`src/sv/hash_set_membership_macros.svh`:
```
// Assertion macros used by the top-level file to check this block.
`ifndef HASH_SET_MEMBERSHIP_MACROS_SVH
`define HASH_SET_MEMBERSHIP_MACROS_SVH

// Same-cycle implication, disabled while reset is asserted.
`define HSM_ASSERT_IMP(name, clk, rst_n, ante, cons, msg) \
    name: assert property (@(posedge clk) disable iff (!rst_n) (ante) |-> (cons)) \
        else $error(msg);

// Next-cycle implication, disabled while reset is asserted.
`define HSM_ASSERT_NXT(name, clk, rst_n, ante, cons, msg) \
    name: assert property (@(posedge clk) disable iff (!rst_n) (ante) |=> (cons)) \
        else $error(msg);

`endif

```
`src/sv/hsm_fifo.sv`:
```
module hsm_fifo #(
    parameter int DATA_W = 8
) (
    input  logic              i_clk,
    input  logic              i_rst_n,
    input  logic              i_push,
    input  logic [DATA_W-1:0] i_data,
    output logic              o_full,
    input  logic              i_pop,
    output logic [DATA_W-1:0] o_data,
    output logic              o_empty
);

    // Two-entry queue between the hash front and the bucket back.
    logic [DATA_W-1:0] r_mem [2];
    logic              r_wr_ptr;
    logic              r_rd_ptr;
    logic [1:0]        r_cnt;
    logic              do_push;
    logic              do_pop;

    assign o_full  = (r_cnt == 2'd2);
    assign o_empty = (r_cnt == 2'd0);
    assign o_data  = r_mem[r_rd_ptr];
    assign do_push = i_push && !o_full;
    assign do_pop  = i_pop && !o_empty;

    // Pointer and occupancy tracking.
    always_ff @(posedge i_clk) begin
        if (!i_rst_n) begin
            r_wr_ptr <= 1'b0;
            r_rd_ptr <= 1'b0;
            r_cnt    <= 2'd0;
        end else begin
            if (do_push) begin
                r_wr_ptr <= !r_wr_ptr;
            end
            if (do_pop) begin
                r_rd_ptr <= !r_rd_ptr;
            end
            if (do_push && !do_pop) begin
                r_cnt <= r_cnt + 2'd1;
            end else if (do_pop && !do_push) begin
                r_cnt <= r_cnt - 2'd1;
            end
        end
    end

    // Entry storage needs no reset.
    always_ff @(posedge i_clk) begin
        if (do_push) begin
            r_mem[r_wr_ptr] <= i_data;
        end
    end

endmodule

```
`config.mk`:
```
export PLATFORM = sky130hd
export DESIGN_NAME = hsm_fifo
export DESIGN_NICKNAME = d
export VERILOG_FILES = /design/src/sv/hash_set_membership_macros.svh /design/src/sv/hsm_fifo.sv
export SDC_FILE = /design/constraint.sdc
export NUM_CORES = 1
export LEC_CHECK = 0
export BUFFER_PORTS_ARGS = -buffer_cell sky130_fd_sc_hd__buf_2
export CAP_MARGIN = 40
export CORE_MARGIN = 3
export CORE_UTILIZATION = 48
export CTS_BUF_LIST = sky130_fd_sc_hd__clkbuf_4 sky130_fd_sc_hd__clkbuf_8 sky130_fd_sc_hd__clkbuf_16
export CTS_CLUSTER_SIZE = 12
export DETAILED_ROUTE_END_ITERATION = 10
export PLACE_DENSITY = 0.76
export SLEW_MARGIN = 15
export SYNTH_ARGS = -nofsm -noshare
export SYNTH_HDL_FRONTEND = slang
export SYNTH_SLANG_ARGS = --single-unit
```
`constraint.sdc`:
```
create_clock -name i_clk -period 4.55 [get_ports i_clk]
set_clock_uncertainty 0.1 [all_clocks]
set_input_delay 0.455 -clock i_clk [delete_from_list [all_inputs] [get_ports i_clk]]
set_output_delay 0.455 -clock i_clk [all_outputs]
set_load 0.01 [all_outputs]
```
==> qor.csv <==
metric;value;unit
Max Cap Viol;0;
max incr delay on CP;550;ps
Mapped Nets;64;
synth unique cells;16;
CTS root buffer;clkbuf_4;
filler instances;140;
initial antenna violation count;0;
first-pass GRT wire length;1.70;mm
Vias/cell;5.01;
synth warn;0;
port bufs;21;
R2R Setup Slk;2860;ps
Reg clk slew, reported paths;110;ps
CTS Hold Buffers Added;0;
via count;456;
post-DP HPWL;846;microns
status;completed;
Syn Area/Cell;15.8;sq um
Inserted Clock Buffers;3;
share of layout cells above drive strength 1;0.453;
CTS tree;done;
Chip Width;46.9;microns
Sw Ratio;0.296;
Net Sw Power;151;uW
fmax;519;MHz
Final Non-Filler Cells;91;
die area;2200;sq um
HP Class;input pin to flip-flop;
CP max stage cell;dfxtp_1;
largest fanout on the critical path;8;
total power;511;uW
Worst-Skew Late Latency;290;ps
CP Class;flip-flop to primary output;
RSZ-0062 raised after global routing;no;
Peak VDD IR;0.269;mV
startpoint types;flip-flop;
Register Area;581;sq um
Clock Path Buffers;2;
vias in the first global route;420;
largest net degree at the start of global routing;12;
Top Ports;22;
Max Slew Vio Count;0;
Pleak;0.392;nW
DP Cell Count;87;
total gr overflow;0;
Routed WL;1.15;mm
Int Power;360;uW
most frequent cells in the layout;buf_2 (21), edfxtp_1 (16), mux2_2 (8), nor2_1 (5), dfxtp_1 (5);
WP data required;3990;ps
proportion of netlist area held by the largest area contributor;0.598;
commonest non-fill, non-tap cell in the layout;buf_2;
leading area contributor after synthesis;edfxtp_1;
Starting Density;0.521;
clk sinks;21;
# rows;14;
post-synthesis sequential area ratio;0.723;
post_cts resized;0;
CP Cell Sequence;mux2_2, buf_2;
Syn Std Cell Area;803;sq um
routed len/inst;12.6;microns
Hold WS;243;ps
Yosys reg bits;21;
crit end category;primary output;
Overall Global Routing Usage;0.119;
Worst-Margin Slew;681;ps
top post-synthesis cells by area;edfxtp_1 (60%), dfxtp_1 (12%), mux2_2 (11%);
synthesized instance count;51;
drc violations;0;
Layout Utilization;0.619;
Starting DRT DRC Count;8;
ANT nets after route;0;
# nets final;89;
Comb power frac;0.293;
Worst Path Arrival;1370;ps
H-tree Lvls;1;
minimum clock period;1930;ps
Sequential Power Share;0.528;
Setup TNS;0;ps
diode count;0;
Final setup viols;0;
Area Growth Syn to Fin;18.7;%
Slew HR;0.544;
gpl congestion;0.643;
Die Y;46.9;microns
Setup Buffers After CTS;0;
period utilisation layout;0.423;
core area;1540;sq um
Clock power frac;0.179;
first-pass iteration count of the detailed router;4;
area of the multi-input gates;206;sq um
Hold Fails Final Rpt;0;
PD cells;536;nW/um^2
metrics by stage:
step | area, sq um | worst slack, ps
after floorplan | 803 | 2900
after global placement | 923 | 2880
after detailed placement | 923 | 2850
after CTS | 953 | 2580
after global routing | 953 | 2540
final | 953 | 2620
critical path, delay by kind of cell (launching register included):
family / cells / cell delay [ps]
buffers and inverters: 1 / 140
DFF: 1 / 550
muxes: 1 / 390
synthesized netlist by cell type:
cell type / count
edfxtp_1: 16
mux2_2: 8
nor3_2: 1
o21ai_0: 2
nand2b_1: 1
inv_1: 3
xor2_1: 3
nor2_1: 5
ha_1: 1
dfxtp_1: 5
buf_2: 1
a21oi_1: 1
and3_1: 1
or3_1: 1
a21boi_0: 1
o21a_1: 1
state kept, by name, indices dropped and copies added (netlist names), named ones only:
register and flops:
r_mem 16, r_cnt 2, r_rd_ptr 1, r_wr_ptr 1
final timing paths:
kind	cells past startpoint	from	to
worst max-delay path	2	flip-flop	o_data[4]
worst min-delay path	1	i_data[7]	r_mem[0][7]
worst max register to register	6	r_cnt[0]	r_cnt[1]
worst min register to register	2	r_rd_ptr	flip-flop
power groups by stage:
stage	registers, mW	clock network [mW]	logic [mW]
after floorplan	0.261	0	0.115
after global placement	0.273	0	0.149
after detailed placement	0.276	0	0.152
after CTS	0.271	0.0940	0.153
after global routing	0.275	0.101	0.171
final	0.270	0.0913	0.150
area by class of cell:
type | instances | area share
Clock buffer | 4 | 0.0315
Sequential cell | 21 | 0.609
Tap cell | 16 | 0.0210
Multi-Input combinational cell | 26 | 0.217
Inverter | 3 | 0.0118
Timing Repair Buffer | 21 | 0.110
cells by family (layout without fill, tap and decap cells):
logic type      count (synthesis)  in the layout  share of synthesized area
compound gates                  5              5                     0.0374
buf+inv                         4             28                     0.0202
xor+xnor                        3              3                     0.0327
flops                          21             21                      0.723
simple gates                    9              9                     0.0592
fa+ha+maj                       1              1                     0.0156
mux                             8              8                      0.112
routing by layer:
layer  part of all wire  wire [microns]  global-route usage  vias up
met5                  0               0                   0        -
met4              0.011              13              0.0994        0
met3              0.070              81              0.0268        2
met2               0.47             541               0.184       14
met1               0.45             514               0.141      208
li1                   -               -                   -      232
Power figures use the tool's default switching activity.
