**config.mk**
```make
export PLATFORM = sky130hd
export DESIGN_NAME = hsm_front
export DESIGN_NICKNAME = d
export VERILOG_FILES = /design/src/sv/hash_set_membership_macros.svh /design/src/sv/hsm_pkg.sv /design/src/sv/hsm_front.sv
export SDC_FILE = /design/constraint.sdc
export NUM_CORES = 1
export LEC_CHECK = 0
export ABC_CLOCK_PERIOD_IN_PS = 4200
export BUFFER_PORTS_ARGS = -buffer_cell sky130_fd_sc_hd__buf_2
export CORE_ASPECT_RATIO = 0.5
export CORE_MARGIN = 8
export CORE_UTILIZATION = 50
export DETAILED_ROUTE_END_ITERATION = 8
export PLACE_DENSITY_LB_ADDON = 0.05
export SYNTH_ARGS = -nofsm -noshare
export SYNTH_HDL_FRONTEND = slang
export SYNTH_SLANG_ARGS = --single-unit
```
**constraint.sdc**
```tcl
create_clock -name i_clk -period 4.2 [get_ports i_clk]
set_input_delay 0.84 -clock i_clk [delete_from_list [all_inputs] [get_ports i_clk]]
set_output_delay 0.84 -clock i_clk [all_outputs]
set_load 0.01 [all_outputs]
```
**src/sv/hash_set_membership_macros.svh**
```systemverilog
// Assertion macros used by the top-level file to check this block.
`ifndef HASH_SET_MEMBERSHIP_MACROS_SVH
`define HASH_SET_MEMBERSHIP_MACROS_SVH

// Same-cycle implication, disabled while reset is asserted.
`define HSM_ASSERT_IMP(name, clk, rst_n, ante, cons, msg) \
    name: assert property (@(posedge clk) disable iff (!rst_n) (ante) |-> (cons)) \
        else $error(msg);

// Next-cycle implication, disabled while reset is asserted.
`define HSM_ASSERT_NXT(name, clk, rst_n, ante, cons, msg) \
    name: assert property (@(posedge clk) disable iff (!rst_n) (ante) |=> (cons)) \
        else $error(msg);

`endif

```
**src/sv/hsm_pkg.sv**
```systemverilog
package hsm_pkg;

    // Fixed field widths of the channels.
    localparam int CMD_W      = 2;
    localparam int KEY_PORT_W = 32;
    localparam int COUNT_W    = 11;
    localparam int BYTE_W     = 8;

    // Hash multiplier and the number of key bytes that carry data.
    localparam int HASH_MULT      = 31;
    localparam int KEY_DATA_BYTES = 4;

    typedef enum logic [CMD_W-1:0] {
        CMD_QUERY  = 2'd0,
        CMD_ADD    = 2'd1,
        CMD_DELETE = 2'd2
    } t_cmd;

    typedef struct packed {
        logic               found;
        logic               refused;
        logic [COUNT_W-1:0] element_count;
    } t_result;

endpackage

```
**src/sv/hsm_front.sv**
```systemverilog
module hsm_front #(
    parameter int NUM_BUCKETS = 256,
    parameter int KEY_BYTES   = 4,
    parameter int H_W         = 8,
    parameter int KEY_W       = 32,
    parameter int Q_W         = 42
) (
    input  logic                          i_clk,
    input  logic                          i_rst_n,
    input  logic                          i_push,
    output logic                          o_busy,
    input  logic [hsm_pkg::CMD_W-1:0]     i_command,
    input  logic [hsm_pkg::KEY_PORT_W-1:0] i_key,
    output logic                          o_q_push,
    output logic [Q_W-1:0]                o_q_data,
    input  logic                          i_q_full
);

    import hsm_pkg::*;

    // Widest value of 31*h + byte, and the reciprocal used to reduce it.
    localparam int X_W = $clog2(HASH_MULT * (NUM_BUCKETS - 1) + 256);
    localparam longint unsigned RECIP =
        (64'd4294967296 + 64'(NUM_BUCKETS) - 64'd1) / 64'(NUM_BUCKETS);
    localparam int STEP_W = (KEY_BYTES > 1) ? $clog2(KEY_BYTES) : 1;

    typedef enum logic [1:0] {F_IDLE, F_MUL, F_RED, F_PUSH} t_fstate;

    t_fstate             r_state;
    logic [CMD_W-1:0]    r_cmd;
    logic [KEY_W-1:0]    r_key;
    logic [KEY_W-1:0]    r_shift;
    logic [H_W-1:0]      r_h;
    logic [X_W-1:0]      r_x;
    logic [X_W-1:0]      r_q;
    logic [STEP_W-1:0]   r_step;

    logic [BYTE_W-1:0]   hash_byte;
    logic [X_W-1:0]      x_val;
    logic [X_W+31:0]     prod;
    logic [X_W-1:0]      q_val;
    logic [X_W:0]        qn;
    logic [X_W:0]        diff;
    logic [X_W:0]        rem;
    logic [H_W-1:0]      n_h;

    // Hash step, first half: x = 31*h + byte and its estimated quotient by the bucket count.
    // Second half: remainder x - q*N with one correction for an estimate one too high.
    always_comb begin
        hash_byte = r_shift[BYTE_W-1:0];
        x_val     = X_W'(r_h) * X_W'(HASH_MULT) + X_W'(hash_byte);
        prod      = (X_W+32)'(x_val) * (X_W+32)'(RECIP);
        q_val     = prod[X_W+31:32];
        qn        = (X_W+1)'(r_q) * (X_W+1)'(NUM_BUCKETS);
        diff      = {1'b0, r_x} - qn;
        rem       = diff[X_W] ? (diff + (X_W+1)'(NUM_BUCKETS)) : diff;
        n_h       = H_W'(rem);
    end

    // Sequencer: each key byte passes through F_MUL and then F_RED, then hand the transaction to the queue.
    always_ff @(posedge i_clk) begin
        if (!i_rst_n) begin
            r_state <= F_IDLE;
        end else begin
            unique case (r_state)
                F_IDLE: begin
                    if (i_push) begin
                        r_cmd   <= i_command;
                        r_key   <= KEY_W'(i_key);
                        r_shift <= KEY_W'(i_key);
                        r_h     <= '0;
                        r_step  <= '0;
                        r_state <= F_MUL;
                    end
                end
                F_MUL: begin
                    r_x     <= x_val;
                    r_q     <= q_val;
                    r_shift <= r_shift >> BYTE_W;
                    r_state <= F_RED;
                end
                F_RED: begin
                    r_h <= n_h;
                    if (r_step == STEP_W'(KEY_BYTES - 1)) begin
                        r_state <= F_PUSH;
                    end else begin
                        r_step  <= r_step + STEP_W'(1);
                        r_state <= F_MUL;
                    end
                end
                F_PUSH: begin
                    if (!i_q_full) begin
                        r_state <= F_IDLE;
                    end
                end
                default: begin
                    r_state <= F_IDLE;
                end
            endcase
        end
    end

    assign o_busy   = (r_state != F_IDLE);
    assign o_q_push = (r_state == F_PUSH) && !i_q_full;
    assign o_q_data = {r_cmd, r_h, r_key};

endmodule

```
==> results.txt, run 1 <==
crit start category - flop
switching pwr - 0.535 mW
pwr/cell area - 461 mW/mm2
GP Congestion - 0.765
setup_tns - 0 ps
Least-Margin Pin Slew - 1100 ps
max_cap viols - 0
Layout Nets - 393
clock transition at the registers of the reported paths - 60 ps
cell count after synthesis - 235
largest net degree at the start of global routing - 35
Logic pwr share - 19.0%
Seq pwr share - 48.8%
Mapped Area - 0.00386 mm2
WL final - 6.80 mm
Tot GR Track Use - 13.2%
final count of negative-setup-slack endpoints - 0
Clock Skew - 7.93 ps
CP max-delay cell - fa_1
root buffer cell - clkbuf_16
layout cells sized above 1 - 30.3%
status - complete, no violations
average vias per placed instance - 4.79
Row Count - 22
Cell Int Power - 1.62 mW
Final period util - 82.3%
Ant. Diodes - 0
CP Capture Type - flop
IO Pins - 82
asr flop ratio synth - 0%
minimum clock period - 3460 ps
Starting Density - 52.2%
synth unique cells - 27
Ys Warns - 0
vias in the first global route - 2309
detailed placement HPWL - 4.93 mm
Die W - 140 um
unrepaired setup endpoints after global routing - false
Placeable Area - 0.00740 mm2
crit path cell chain - inv_1 > fa_1 > inv_1 > fa_1 > inv_1 > fa_1 > inv_1 > ha_1 > o21ai_0 > o21bai_1 > a21oi_1 > xnor2_1
first-pass GRT wire length - 11.1 mm
CTS tree - done
Post-CTS Setup Bufs - 0
clk sinks - 86
Fin. Hold Viols - 0
Skew-Pair Late Insertion Delay - 340 ps
Worst Path Required - 4290 ps
Worst Path Arrival - 3540 ps
grt total ovfl - 0
hold buffer count at cts - 0
post-synthesis sequential area ratio - 66.3%
initial antenna violation count - 1
DR vias - 2042
Worst Hold Class - reg2reg
PortBufs - 81
Detailed Routing Iterations Pass 1 - 4
die area - 0.0110 mm2
Area after DPL - 0.00441 mm2
initial drt markers - 96
Slew Viols, Final - 0
Mapped Nets - 303
clock buffer count from CTS - 9
Worst path most repeated cell - inv_1
number of flops mapped to enable cells by yosys - 84
Layout area overhead - 20.7%
clock buffer depth - 2
die height - 78.2 um
Rel. slew slack - 26.2%
Crit Path Class - reg2reg
Filler Cell Count - 565
Max IR drop VDD - 372 uV
Yosys reg bits - 86
leakage - 1.94 nW
residual DRC count - 0
post-cts resize count - 0
Clk pwr share - 32.2%
Final Instance Area - 0.00466 mm2
Primary FF master, synth - edfxtp_1
Post-DRT Antenna Nets - 0
CTS H-Tree Depth - 3
CP max FO - 4
Sw Ratio - 24.9%
syn avg cell area - 16.4 um2
drt wl/cell - 16.0 um
Max Freq - 289 MHz
CP peak stage delay - 560 ps
worst max-delay path: cells and delay by family, from the launching register on:
family                   cells  cell delay [ps]
XOR/XNOR                     1               90
adder cells (fa/ha/maj)      4             1920
AO/OA/AOI/OAI                3              490
buffers and inverters        4              310
flip-flops                   1              410
layout make-up:
| type | instances | area (um2) | area share (%) |
|---|---|---|---|
| Tap cell | 96 | 120 | 2.58 |
| Clock inverter | 5 | 26.3 | 0.563 |
| Sequential cell | 86 | 2560 | 54.9 |
| Timing Repair Buffer | 84 | 428 | 9.17 |
| Inverter | 37 | 139 | 2.98 |
| Multi-Input combinational cell | 107 | 1160 | 24.8 |
| Clock buffer | 11 | 233 | 4.99 |
registers in the layout, indices dropped and copies added (netlist names):
signal,flops
r_cmd,2
r_key,32
r_shift,32
r_h,8
r_x,8
r_step,2
r_state,2
placed cells by master (no fill, tap or decap):
cell and n:
edfxtp_1 84, buf_2 81, inv_1 36, mux2_1 24
fa_1 17, ha_1 13, and3_1 9, clkbuf_16 9
xnor2_1 8, nor2b_1 8, a21oi_1 5, nor3_1 4
clkinv_1 3, buf_4 3, a21o_1 2, o21ai_0 2
nand2_1 2, nor3_2 2, nor2_1 2, clkbuf_1 2
clkinvlp_4 2, dfxtp_1 2, a211oi_1 1, o21bai_1 1
xor2_1 1, xnor3_1 1, xnor2_4 1, inv_2 1
nor2_4 1, nand3_1 1, and2_1 1, o21ai_1 1
cell families (layout without fill, tap and decap cells):
family                     Yosys count  in the layout  share of synthesized area, %
buffers and inverters               42            137                          4.18
xor gates and xnor gates            11             11                          3.33
AOI/OAI and AO/OA                   12             12                          1.81
adders and majority gates           30             30                          13.0
DFF                                 86             86                          66.3
and+or+nand+nor                     30             30                          4.37
muxes                               24             24                          6.99
worst paths after layout:
| check | depth (start not counted) | startpoint | slack [ps] | end |
|---|---|---|---|---|
| worst min register to register | 1 | r_shift[24] | 530 | r_shift[16] |
| worst max register to register | 12 | r_h[3] | 740 | r_x[7] |
| worst max-delay path | 12 | r_h[3] | 740 | r_x[7] |
| worst min-delay path | 1 | r_shift[24] | 530 | r_shift[16] |
power groups by stage:
stage | clock (mW) | combinational, mW | sequential [mW]
final | 0.693 | 0.409 | 1.05
after global routing | 0.739 | 0.465 | 1.05
after CTS | 0.716 | 0.417 | 1.05
after detailed placement | 0 | 0.411 | 1.07
after global placement | 0 | 0.396 | 1.06
after floorplan | 0 | 0.289 | 1.07
synthesized netlist by cell type, types with 2 or more instances:
master     n  area share [%]
fa_1      17             8.8
o21ai_0    2            0.26
xnor2_1    8             1.8
nor2b_1    8             1.3
and3_1     9             1.5
nor2_1     2            0.19
inv_1     36             3.5
buf_2      3            0.39
edfxtp_1  84              65
nand2_1    2            0.19
dfxtp_1    2             1.0
a21o_1     2            0.39
a21oi_1    5            0.65
mux2_1    24             7.0
nor3_1     6            0.78
ha_1      13             4.2
clkbuf_1   2            0.19
per-layer routing:
metal	up-vias	wire, um	GRT usage [%]
li1	1005	-	-
met1	977	2970	15.1
met2	46	3180	21.0
met3	12	525	6.40
met4	2	113	5.80
met5	-	12	0
metrics by stage:
stage | hold slack, ps | util (%) | instances | setup WS (ps) | power (mW)
5_1_grt | 555 | 63.0 | 426 | 601 | 2.26
6_report | 534 | 63.0 | 426 | 745 | 2.15
2_1_floorplan | 508 | - | 235 | 438 | 1.36
3_3_place_gp | 516 | 59.5 | 410 | 886 | 1.46
4_1_cts | 534 | 63.0 | 426 | 737 | 2.18
3_5_place_dp | 517 | 59.5 | 410 | 747 | 1.48
No activity file was read; power rests on OpenSTA's default activity.
==> inputs of run 2 (changes only) <==
Settings changed: ABC_CLOCK_PERIOD_IN_PS 4200 to 3300.
Clock period 4.2 ns to 3.3 ns, I/O delays scaled along.
==> run 2 against run 1 <==
Clock skew down 2.5 ps. Worst setup slack got worse by 580 ps. First-iteration DRC count is 21% higher. Die area stayed put. Design area up 2.7%. Via count is 1.3% higher. Global-route usage is 0.35 points lower. Hold slack got worse by 29 ps. Register-to-register slack got worse by 580 ps. Total power rose by 33%. Largest power group unchanged. Highest routed layer is now met4.
==> results.txt, run 2 (same netlist as run 1, synthesis figures left out) <==
status - complete, no violations (unchanged)
Sw Ratio - 24.3% (was 24.9%)
clock buffer depth - 2 (unchanged)
Fin. Hold Viols - 0 (unchanged)
R2R depth - 11 (was 12)
most frequent cells in the layout - 84 x edfxtp_1, 81 x buf_2, 34 x inv_1 (was 84 x edfxtp_1, 81 x buf_2, 36 x inv_1)
crit start category - flop (unchanged)
GP Congestion - 0.784 (was 0.765)
Seq pwr share - 46.5% (was 48.8%)
Util after Layout - 64.7% (was 63.0%)
CP max FO - 4 (unchanged)
Ant. Diodes - 0 (unchanged)
CTS H-Tree Depth - 3 (unchanged)
biggest regs - r_key x32, r_shift x32 (unchanged)
clock transition at the registers of the reported paths - 60 ps (about the same)
clock buffer count from CTS - 9 (unchanged)
CP peak stage delay - 580 ps (was 560 ps)
Die W - 140 um (unchanged)
R2R Path Start - r_h[2] (was r_h[3])
average vias per placed instance - 4.78 (was 4.79)
Hold WS - 505 ps (was 534 ps)
pre-CTS WS - -57.5 ps (was 747 ps)
PortBufs - 81 (unchanged)
Non-Filler Instances - 433 (was 426)
Clk pwr share - 33.3% (was 32.2%)
largest net degree at the start of global routing - 35 (unchanged)
Worst path most repeated cell - inv_1 (unchanged)
Rel. slew slack - 40.6% (was 26.2%)
Logic pwr share - 20.3% (was 19.0%)
root buffer cell - clkbuf_16 (unchanged)
crit path cell chain - inv_2 > fa_1 > inv_1 > ha_1 > fa_1 > inv_1 > fa_2 > inv_1 > a21o_1 > a21oi_1 > xnor2_1 (was inv_1 > fa_1 > inv_1 > fa_1 > inv_1 > fa_1 > inv_1 > ha_1 > o21ai_0 > o21bai_1 > a21oi_1 > xnor2_1)
detailed placement HPWL - 5.02 mm (was 4.93 mm)
Filler Cell Count - 565 (unchanged)
IO Pins - 82 (unchanged)
worst reg2reg setup slack - 160 ps (was 740 ps)
Slew Viols, Final - 0 (unchanged)
vias in the first global route - 2291 (was 2309)
Least-Margin Pin Slew - 888 ps (was 1100 ps)
initial drt markers - 116 (was 96)
pwr/cell area - 599 mW/mm2 (was 461 mW/mm2)
final count of negative-setup-slack endpoints - 0 (unchanged)
Critical path origin - r_h[2] (was r_h[3])
CP Capture Type - flop (unchanged)
layout cells sized above 1 - 33.8% (was 30.3%)
die height - 78.2 um (unchanged)
minimum clock period - 3140 ps (was 3460 ps)
residual DRC count - 0 (unchanged)
clk sinks - 86 (unchanged)
final setup margin - 164 ps (was 745 ps)
Max IR drop VDD - 372 uV (about the same)
Worst Hold Class - in2reg (was reg2reg)
worst hold path cell count - 1 (unchanged)
Cell Int Power - 2.17 mW (was 1.62 mW)
RR Endpoint - r_x[6] (was r_x[7])
Row Count - 22 (unchanged)
Max Freq - 319 MHz (was 289 MHz)
Starting Density - 52.2% (unchanged)
Layout Nets - 400 (was 393)
Placeable Area - 0.00740 mm2 (unchanged)
Layout area overhead - 23.9% (was 20.7%)
worst hold endpoint - r_cmd[1] (was r_shift[16])
commonest non-fill, non-tap cell in the layout - edfxtp_1 (unchanged)
leakage - 2.00 nW (was 1.94 nW)
switching pwr - 0.698 mW (was 0.535 mW)
first-pass GRT wire length - 11.0 mm (was 11.1 mm)
die area - 0.0110 mm2 (unchanged)
Worst Path Required - 3380 ps (was 4290 ps)
Final period util - 95.0% (was 82.3%)
max_cap viols - 0 (unchanged)
DR vias - 2068 (was 2042)
Crit Path Class - reg2reg (unchanged)
Hold Crit Start - i_command[1] (was r_shift[24])
CP max-delay cell - fa_1 (unchanged)
overall power - 2.87 mW (was 2.15 mW)
initial antenna violation count - 0 (was 1)
Post-DRT Antenna Nets - 0 (unchanged)
grt total ovfl - 0 (unchanged)
Detailed Routing Iterations Pass 1 - 4 (unchanged)
Clock Skew - 5.47 ps (was 7.93 ps)
Post-CTS Setup Bufs - 0 (unchanged)
WL final - 6.92 mm (was 6.80 mm)
Worst Path Arrival - 3210 ps (was 3540 ps)
Tot GR Track Use - 12.8% (was 13.2%)
CTS tree - done (unchanged)
Skew-Pair Late Insertion Delay - 330 ps (was 340 ps)
drt wl/cell - 16.0 um (about the same)
dpl cells - 417 (was 410)
## run 2: cell types whose count changed in the layout (fill, tap and decap cells not counted), sizes merged
cell | before | now
buf | 84 | 91
bufinv | 0 | 1
clkbuf | 11 | 12
clkinvlp | 2 | 0
## run 2: worst max path at each step
stage	end	slack, ps	depth (start not counted)
CTS	r_x[7]	10	10
detailed placement	r_x[7]	-60	8
global route	r_x[7]	-3	10
global placement	r_x[7]	60	8
finish	r_x[6]	160	11
floorplan	r_x[7]	20	12
## run 2: critical path: cells and delay by family, from the launching register on
family                     cells  cell delay [ps]
adders and majority gates      4             1800
buffers and inverters          4              320
xor gates and xnor gates       1              130
DFF                            1              450
AOI/OAI and AO/OA              2              200
## run 2: repair_timing
action                                  4_1_cts  5_1_grt
resized for setup                             1        6
pin swaps                                     0        4
endpoints found under the setup margin        1        2
hold buffers                                  0        0
## run 2: metal layers
metal | track usage [%] | part of all wire, %
met5 | 0 | 0
met4 | 4.51 | 0.85
met3 | 5.79 | 7.3
met2 | 21.1 | 49
met1 | 14.8 | 43
## run 2: power by group through the flow
stage | sequential (mW) | clock, mW | combinational, mW
floorplan | 1.36 | 0 | 0.369
global placement | 1.35 | 0 | 0.517
detailed placement | 1.36 | 0 | 0.534
CTS | 1.33 | 0.975 | 0.542
global route | 1.34 | 1.02 | 0.652
finish | 1.33 | 0.954 | 0.582
## run 2: through the flow
stage               area (um2)  TNS, ps
floorplan                 3870        0
global placement          4470        0
detailed placement        4470    -57.5
CTS                       4750        0
global route              4790    -2.66
finish                    4790        0
## run 2: area by class of cell
| type | instances | area (um2) | area share, % |
|---|---|---|---|
| Tap cell | 96 | 120 | 2.51 |
| Clock buffer | 12 | 236 | 4.94 |
| Clock inverter | 4 | 47.5 | 0.993 |
| Timing Repair Buffer | 91 | 480 | 10.0 |
| Multi-Input combinational cell | 107 | 1200 | 25.1 |
| Inverter | 37 | 139 | 2.90 |
| Sequential cell | 86 | 2560 | 53.5 |
==> inputs of run 3 (changes only) <==
Settings changed: ABC_CLOCK_PERIOD_IN_PS 3300 to 3600.
Clock period 3.3 ns to 3.6 ns, I/O delays scaled along.
==> run 3 against run 2 <==
Total power is 13% lower. Critical path depth is 1 higher. Sequential power is 8% lower.
==> results.txt, run 3 (same netlist as run 1, synthesis figures left out) <==
status - complete, no violations (unchanged)
DR vias - 2043 (was 2068)
residual DRC count - 0 (unchanged)
Crit Path Class - reg2reg (unchanged)
most frequent cells in the layout - 84 x edfxtp_1, 81 x buf_2, 35 x inv_1 (was 84 x edfxtp_1, 81 x buf_2, 34 x inv_1)
switching pwr - 0.610 mW (was 0.698 mW)
Rel. slew slack - 29.5% (was 40.6%)
Clk pwr share - 31.8% (was 33.3%)
setup_tns - 0 ps (unchanged)
layout cells sized above 1 - 31.2% (was 33.8%)
CTS H-Tree Depth - 3 (unchanged)
Worst Hold Class - reg2reg (was in2reg)
Slew Viols, Final - 0 (unchanged)
CP Capture Type - flop (unchanged)
biggest regs - r_key x32, r_shift x32 (unchanged)
die area - 0.0110 mm2 (unchanged)
Util after Layout - 63.2% (was 64.7%)
Row Count - 22 (unchanged)
Final period util - 94.2% (was 95.0%)
Die W - 140 um (unchanged)
Layout area overhead - 21.0% (was 23.9%)
Sw Ratio - 24.4% (was 24.3%)
GP Congestion - 0.758 (was 0.784)
clock transition at the registers of the reported paths - 60 ps (about the same)
average vias per placed instance - 4.80 (was 4.78)
Skew-Pair Late Insertion Delay - 330 ps (about the same)
Tot GR Track Use - 12.8% (about the same)
CP max FO - 4 (unchanged)
Max Freq - 295 MHz (was 319 MHz)
IO Pins - 82 (unchanged)
clk sinks - 86 (unchanged)
Detailed Routing Iterations Pass 1 - 4 (unchanged)
Cell Int Power - 1.89 mW (was 2.17 mW)
CTS tree - done (unchanged)
initial antenna violation count - 0 (unchanged)
Least-Margin Pin Slew - 1050 ps (was 888 ps)
Max IR drop VDD - 360 uV (was 372 uV)
detailed placement HPWL - 4.99 mm (was 5.02 mm)
max_cap viols - 0 (unchanged)
Hold WS - 533 ps (was 505 ps)
Logic pwr share - 19.2% (was 20.3%)
Clock Skew - 6.44 ps (was 5.47 ps)
grt total ovfl - 0 (unchanged)
leakage - 1.95 nW (was 2.00 nW)
Worst Path Arrival - 3460 ps (was 3210 ps)
commonest non-fill, non-tap cell in the layout - edfxtp_1 (unchanged)
Worst Path Required - 3670 ps (was 3380 ps)
root buffer cell - clkbuf_16 (unchanged)
Layout Nets - 394 (was 400)
die height - 78.2 um (unchanged)
Placeable Area - 0.00740 mm2 (unchanged)
pwr/cell area - 534 mW/mm2 (was 599 mW/mm2)
drt wl/cell - 15.7 um (was 16.0 um)
first-pass GRT wire length - 11.1 mm (was 11.0 mm)
clock buffer depth - 2 (unchanged)
initial drt markers - 93 (was 116)
minimum clock period - 3390 ps (was 3140 ps)
overall power - 2.50 mW (was 2.87 mW)
Seq pwr share - 49.0% (was 46.5%)
clock buffer count from CTS - 9 (unchanged)
Fin. Hold Viols - 0 (unchanged)
final count of negative-setup-slack endpoints - 0 (unchanged)
Starting Density - 52.2% (unchanged)
largest net degree at the start of global routing - 33 (was 35)
Ant. Diodes - 0 (unchanged)
Post-DRT Antenna Nets - 0 (unchanged)
WL final - 6.70 mm (was 6.92 mm)
vias in the first global route - 2276 (was 2291)
PortBufs - 81 (unchanged)
crit start category - flop (unchanged)
==> run 3: area by class of cell <==
type                            instances  area [um2]
Clock buffer                           11         233
Clock inverter                          4        25.0
Fill cell                             591        2730
Inverter                               37         139
Multi-Input combinational cell        107        1160
Sequential cell                        86        2560
Tap cell                               96         120
Timing Repair Buffer                   85         435
==> run 3: power by group through the flow <==
stage,Sequential (mW),Clock [mW],Combinational (mW)
3_3_place_gp,1.24,0,0.462
3_5_place_dp,1.24,0,0.480
4_1_cts,1.22,0.821,0.486
5_1_grt,1.23,0.852,0.536
6_report,1.22,0.795,0.479
2_1_floorplan,1.25,0,0.338
==> run 3: worst paths after layout <==
kind | start | endpoint | slack [ps] | depth (start not counted)
min | r_shift[25] | r_shift[17] | 530 | 1
max reg2reg | r_h[3] | r_x[7] | 210 | 12
min reg2reg | r_shift[25] | r_shift[17] | 530 | 1
max | r_h[3] | r_x[7] | 210 | 12
==> run 3: worst max-delay path: stages, from the launching register on <==
cell	delay, ps
edfxtp_1	420
inv_2	90
fa_1	540
inv_1	60
fa_1	490
inv_1	60
fa_1	540
inv_1	40
ha_1	340
o21ai_0	180
o21bai_1	80
a21oi_1	200
xnor2_1	90
==> run 3: what timing repair did <==
action / in CTS / in global routing
setup buffers: 0 / 1
endpoints found under the setup margin: 0 / 1
gates resized for setup: 0 / 1
hold buffers: 0 / 0
endpoints found under the hold margin: 0 / 0
==> run 3: layer usage <==
metal	vias up	global-route usage, %	share of wire, %
met1	972	14.7	42
li1	1007	-	-
met2	58	21.0	48
met4	0	3.87	0.82
met3	6	6.58	9.3
met5	-	0	0
==> run 3: through the flow <==
| stage | instances | area, um2 | setup WS (ps) |
|---|---|---|---|
| finish | 426 | 4680 | 210 |
| global route | 426 | 4680 | -3.33 |
| CTS | 425 | 4670 | 125 |
| detailed placement | 410 | 4410 | 139 |
| global placement | 410 | 4410 | 286 |
| floorplan | 235 | 3870 | 87.5 |
